File: config.mk
export PLATFORM = sky130hd
export DESIGN_NAME = tcs_fifo
export DESIGN_NICKNAME = d
export VERILOG_FILES = /design/src/rtl/core/tcs_pkg.sv /design/src/rtl/core/tcs_fifo.sv
export SDC_FILE = /design/constraint.sdc
export NUM_CORES = 1
export LEC_CHECK = 0
export BUFFER_PORTS_ARGS = -buffer_cell sky130_fd_sc_hd__buf_2
export CORE_UTILIZATION = 60
export DETAILED_ROUTE_END_ITERATION = 10
export PLACE_DENSITY_LB_ADDON = 0.25
export SYNTH_ARGS = -nofsm -noshare
export SYNTH_HDL_FRONTEND = slang
export SYNTH_SLANG_ARGS = --single-unit
File: constraint.sdc
create_clock -name clk_i -period 19.2 [get_ports clk_i]
set_clock_uncertainty 0.05 [all_clocks]
set_input_delay 3.84 -clock clk_i [delete_from_list [all_inputs] [get_ports clk_i]]
set_output_delay 3.84 -clock clk_i [all_outputs]
set_load 0.01 [all_outputs]
File: src/rtl/core/tcs_pkg.sv
// ----------------------------------------------------------------------------
// tcs_pkg: shared types and constants for the triangle cull and shade block
// Widths of the edge, cross product and shading arithmetic, the beat formats
// between the front part, the queue and the back part.
// ----------------------------------------------------------------------------
package tcs_pkg;

  // Input and result field widths.
  localparam int COORD_W  = 16;
  localparam int COL_W    = 8;
  localparam int TRI_W    = 10;
  localparam int DIGIT_W  = 3;

  // Cross product arithmetic: 17-bit edges, 34-bit products, 35-bit normal.
  localparam int EDGE_W   = COORD_W + 1;
  localparam int PROD_W   = 2 * EDGE_W;
  localparam int N_W      = PROD_W + 1;
  // A normal component is below 2^33 in magnitude.
  localparam int MAG_W    = 33;

  // Base-6 digit extraction by reciprocal multiplication.
  localparam int RECIP6_MUL     = 171;
  localparam int RECIP6_SHIFT   = 10;
  localparam int RECIP6_MUL_S   = 43;
  localparam int RECIP6_SHIFT_S = 8;
  localparam int DIGIT_BASE     = 6;
  localparam int DIGIT_BASE_SQ  = 36;

  // Square root of the saturated sum of squares.
  localparam int RAD_W     = 32;
  localparam int ROOT_W    = 16;
  localparam int SQ_STEPS  = 2;
  localparam int SQ_STAGES = ROOT_W / SQ_STEPS;

  // Normalizing division: (|n| << 10) / root, one quotient bit per step.
  localparam int NORM_SHIFT = 10;
  localparam int DIV_STEPS  = 3;
  localparam int DIV_STAGES = 15;
  localparam int DIV_W      = DIV_STEPS * DIV_STAGES;
  // A normalized component stays below 2^28.
  localparam int Q_W        = 29;
  localparam int L_W        = 32;

  // Shading.
  localparam int LIGHT_BIAS  = 1200;
  localparam int LIGHT_GAIN  = 100;
  localparam int LIGHT_SHIFT = 18;
  localparam int DIGIT_MAX   = 5;
  localparam int DG_W        = 9;
  // Any light term at or above this saturates every nonzero digit.
  localparam int TC_MAX      = 16384;
  localparam int TC_W        = 15;
  localparam int SHADE_W     = DG_W + TC_W;

  // Queue between the front and back parts.
  localparam int MID_DEPTH = 8;
  localparam int MID_AW    = 3;
  localparam int MID_CW    = MID_AW + 1;

  // Beat written into the queue by the front part.
  typedef struct packed {
    logic                               culled;
    logic [COORD_W-1:0]                 depth;
    logic [2:0][DG_W-1:0]               dg;
    logic [TRI_W-1:0]                   tri_num;
    logic [2:0]                         neg;
    logic [2:0][MAG_W-1:0]              mag;
  } tri_beat_t;

  // Fields carried alongside the back part's arithmetic.
  typedef struct packed {
    logic                               culled;
    logic [COORD_W-1:0]                 depth;
    logic [2:0][DG_W-1:0]               dg;
    logic [TRI_W-1:0]                   tri_num;
    logic [2:0]                         neg;
  } side_t;

endpackage

File: src/rtl/core/tcs_fifo.sv
// ----------------------------------------------------------------------------
// tcs_fifo: queue between the front and back parts
// A small first-in first-out queue of triangle beats with an occupancy count.
// ----------------------------------------------------------------------------
module tcs_fifo (
  input  logic                        clk_i,
  input  logic                        rst_ni,
  input  logic                        wr_en_i,
  input  tcs_pkg::tri_beat_t          wr_data_i,
  input  logic                        rd_en_i,
  output tcs_pkg::tri_beat_t          rd_data_o,
  output logic                        empty_o,
  output logic [tcs_pkg::MID_CW-1:0]  count_o
);

  tcs_pkg::tri_beat_t               entry_q [tcs_pkg::MID_DEPTH];
  logic [tcs_pkg::MID_AW-1:0]       wr_ptr_q, rd_ptr_q;
  logic [tcs_pkg::MID_CW-1:0]       count_q;

  // Pointers and occupancy.
  always_ff @(posedge clk_i or negedge rst_ni) begin
    if (!rst_ni) begin
      wr_ptr_q <= '0;
      rd_ptr_q <= '0;
      count_q  <= '0;
    end else begin
      if (wr_en_i) begin
        wr_ptr_q <= wr_ptr_q + 1'b1;
      end
      if (rd_en_i) begin
        rd_ptr_q <= rd_ptr_q + 1'b1;
      end
      if (wr_en_i && !rd_en_i) begin
        count_q <= count_q + 1'b1;
      end else if (!wr_en_i && rd_en_i) begin
        count_q <= count_q - 1'b1;
      end
    end
  end

  // Entry storage.
  always_ff @(posedge clk_i) begin
    if (wr_en_i) begin
      entry_q[wr_ptr_q] <= wr_data_i;
    end
  end

  assign rd_data_o = entry_q[rd_ptr_q];
  assign empty_o   = (count_q == '0);
  assign count_o   = count_q;

endmodule

==> run summary <==
In this run the standard cell core region covers 0.0789 sq mm. The worst hold path belongs to the class register to register. The cell family contributing the most delay on the critical path is buffers and inverters. The share of the yosys chip area belonging to registers came out at 0.791. Setup repair after global routing left no endpoint under its margin.

The final-stage net count is 2,421. The critical path is of the register to primary output type. STA classifies the critical path startpoint as a register. The required time of the worst setup path came out at 15.31 ns.

After layout, the minimum clock period comes to 8.45 ns. Synthesis produced a netlist with a net count of 2,028. The gate count of the mapped netlist came out at 1,862. Setup violations remaining at the end of the flow were counted as 0.

The capture instance of the worst register-to-register path is entry_q[1][114]. The transition time at the pin with the least slew margin is between 1 and 1.5 ns. The flop and latch count out of synthesis came out at between 1,000 and 1,500. The number of iterations in the first detailed-routing pass came out at 7. The number of cells traversed by the worst hold path is 2. The number of failing hold endpoints at the final stage is 0. The worst hold path begins at count_o[2]. The die covers ~0.08 sq mm. The hold buffer count at CTS is 0. The count of buffer and inverter cells on the critical path came out at 3. The launch point of the worst reg-to-reg path is wr_ptr_q[1]. Once layout is done, the placed cells without fillers occupy between 0.05 and 0.06 sq mm. After floorplanning, the core was divided into 103 placement rows. Of all nets on the critical path, the largest fanout is 54. The run finished with clean final reports.

The instance area after placement came out at 0.0504 sq mm. The final critical-path share of the clock period is 0.440. Summed over all cells, the static leakage comes to roughly 18 nW. The total CTS buffers is 119. The clock transition time at the flip-flop clock pins of the worst setup and hold paths is 0.06 ns. The max-slew headroom at the worst pin is 0.252. The peak per-stage delay on the critical path is 0.94 ns.

The number of buffers on the longest clock path is 3. The number of buffers inserted by post-CTS setup repair came out at 0. The peak clock frequency supported by timing came out at 118 MHz.

The number of resized instances in the post-cts repair step came out at 0. The clock latency at the later pin of the worst-skew pair came out at 0.66 ns. The power per cell area is 152 mW/mm^2. The worst hold path terminates at count_o[2]. The count of synthesis-stage warnings from yosys came out at 0.

Summed over all failing endpoints, the final setup total negative slack is 0 ns. The minimum setup slack among reg-to-reg paths is around 16 ns. The antenna violation net count after detailed routing is 0. The die extent in x is 284 microns. The y dimension of the die is 284 microns. The number of H-tree levels came out at 3. The wire length of the first global-routing pass is 140 mm. The share of cells above drive strength 1 is 0.396. The starting density of the core came out at 0.605. The TritonCTS clock tree is built.

For this design, the slowest cell found on the critical path is dfrtp_4. The total clock sinks is 1,258. The library cell used most frequently in the layout, excluding fill and tap cells, is edfxtp_1. The pin count of the biggest net entering global routing is 80. The top cell types in the final layout, fill and taps aside, are edfxtp_1 (1,248), buf_2 (320), mux4_2 (236). The via count is 20,900.

Dividing the detail-routed via count by the number of cells gives between 6 and 7. For this run the aggregate overflow at the end of global routing stands at 0. The placed wire-length estimate is 49.9 mm.

The critical path data arrival time came out at 4.56 ns. Synthesis instantiated 29 different standard cells from the library. The number of max-capacitance violations reported came out at 0. The total standard cell area after synthesis is 0.0477 sq mm.

The number of antenna violations at the first check in global routing came to 21. The total stage count of the critical path is 5. For this run, the share of the core covered by cells in the final layout is 0.688. For this block, the routed nets add up to 93.9 mm of wire. The number of global-route vias before repair came out at approximately 22,000.

The detail-routed net length per standard cell is 27.5 microns. In this design, the critical path's most frequently occurring cell is buf_4. The number of pins with negative max-slew slack in the final report is 0. The area growth from synthesis to layout is 13.7%. The post-route DRC violation count came out at 0.

The maximum vdd ir drop is 126 uV. In the global route stage, overall resource usage came out at 0.237. STA classifies the critical path endpoint as a primary output. The last weighted congestion value of the routability-driven placer came out at 0.734. The power consumption came out at 8.26 mW.

The first routing iteration left 1,698 violations. The number of port buffers is 320. The cell sitting at the root of the clock tree is a clkbuf_16. In this run the mean area of a mapped cell was 25.6 sq um.

The signal on the critical path passes through buf_4 -> buf_4 -> mux4_1 -> mux2_2 -> buf_2. The launch point of the critical path is rd_ptr_q[0]. During I/O placement, the number of pins put on the boundary was between 300 and 400. The worst register-to-register path has a depth of 4.
-- metrics by stage --
step           cells  setup slack [ns]  hold slack [ns]
6_report        3418             10.75            0.495
5_1_grt         3412             10.37            0.530
4_1_cts         3406             10.55            0.500
3_5_place_dp    3184             11.29            0.486
3_3_place_gp    3184             11.33            0.471
2_1_floorplan   1862              3.84            0.467
-- cell type report --
| cell class | instances | area [sq um] |
|---|---|---|
| multi-input cells | 514 | 9460 |
| inverters | 2 | 7.51 |
| well taps | 1050 | 1310 |
| diodes | 12 | 30.0 |
| flip-flops and latches | 1258 | 37700 |
| fillers | 4718 | 24600 |
| clock inverters | 70 | 662 |
| clock buffers | 152 | 3140 |
| repair buffers | 360 | 1900 |
-- state kept, by name (all words and copies together) (netlist names) --
register / count
entry_q: 1248
wr_ptr_q: 3
count_o: 4
rd_ptr_q: 3
-- per-layer routing --
layer	GRT usage	wire length, microns
met3	0.0465	6260
met2	0.403	48800
met1	0.315	36400
met4	0.0716	2280
met5	0	166
-- worst reg2reg max path: cells and delay by family, from the launching register on --
family / cells / cell delay, ns
buffers and inverters: 2 / 1.50
AND/OR/NAND/NOR: 2 / 1.13
flip-flops: 1 / 0.40
-- Yosys cell counts --
cell type  instances  area share
ha_1               5      0.0013
or4_1              1     0.00016
buf_1             23      0.0018
nand2_1            6     0.00047
fa_1               1     0.00042
xnor2_1            4     0.00073
inv_1              2     0.00016
mux4_1            76       0.042
nor2_1             6     0.00047
o21ai_0            1     0.00010
nand3b_1           1     0.00016
dfrtp_1           10      0.0052
edfxtp_1        1248        0.79
o211ai_1           2     0.00031
mux2_2           159       0.038
a21oi_1            2     0.00021
xor2_1             2     0.00037
a2111o_1           1     0.00024
mux2i_1            1     0.00021
nor3_1             3     0.00031
clkbuf_1          26      0.0020
or3_1              1     0.00013
nand2b_1           3     0.00039
nand3_1            2     0.00021
buf_6             28      0.0066
nor4_1             1     0.00013
mux4_2           236        0.11
buf_2              8     0.00084
buf_8              3     0.00094
-- logic make-up after synthesis --
family | Yosys count | synth area share
DFF | 1258 | 0.791
muxes | 472 | 0.191
buffers and inverters | 90 | 0.0124
and+or+nand+nor | 24 | 0.00244
AOI/OAI and AO/OA | 6 | 0.000865
xor gates and xnor gates | 6 | 0.00110
adders and majority gates | 6 | 0.00173
-- how the worst max path moves through the flow --
stage,slack (ns),endpoint
2_1_floorplan,3.84,entry_q[0][0]
4_1_cts,10.55,rd_data_o[24]
5_1_grt,10.37,rd_data_o[24]
3_3_place_gp,11.33,rd_data_o[22]
3_5_place_dp,11.29,rd_data_o[22]
6_report,10.75,rd_data_o[24]
-- power breakdown --
| group | total, mW | switching [mW] | internal [mW] | leakage [nW] |
|---|---|---|---|---|
| Sequential | 3.60 | 0.150 | 3.45 | 11.5 |
| Combinational | 2.40 | 1.26 | 1.14 | 4.51 |
| Clock | 2.26 | 0.971 | 1.29 | 1.85 |
Power figures use the tool's default switching activity.
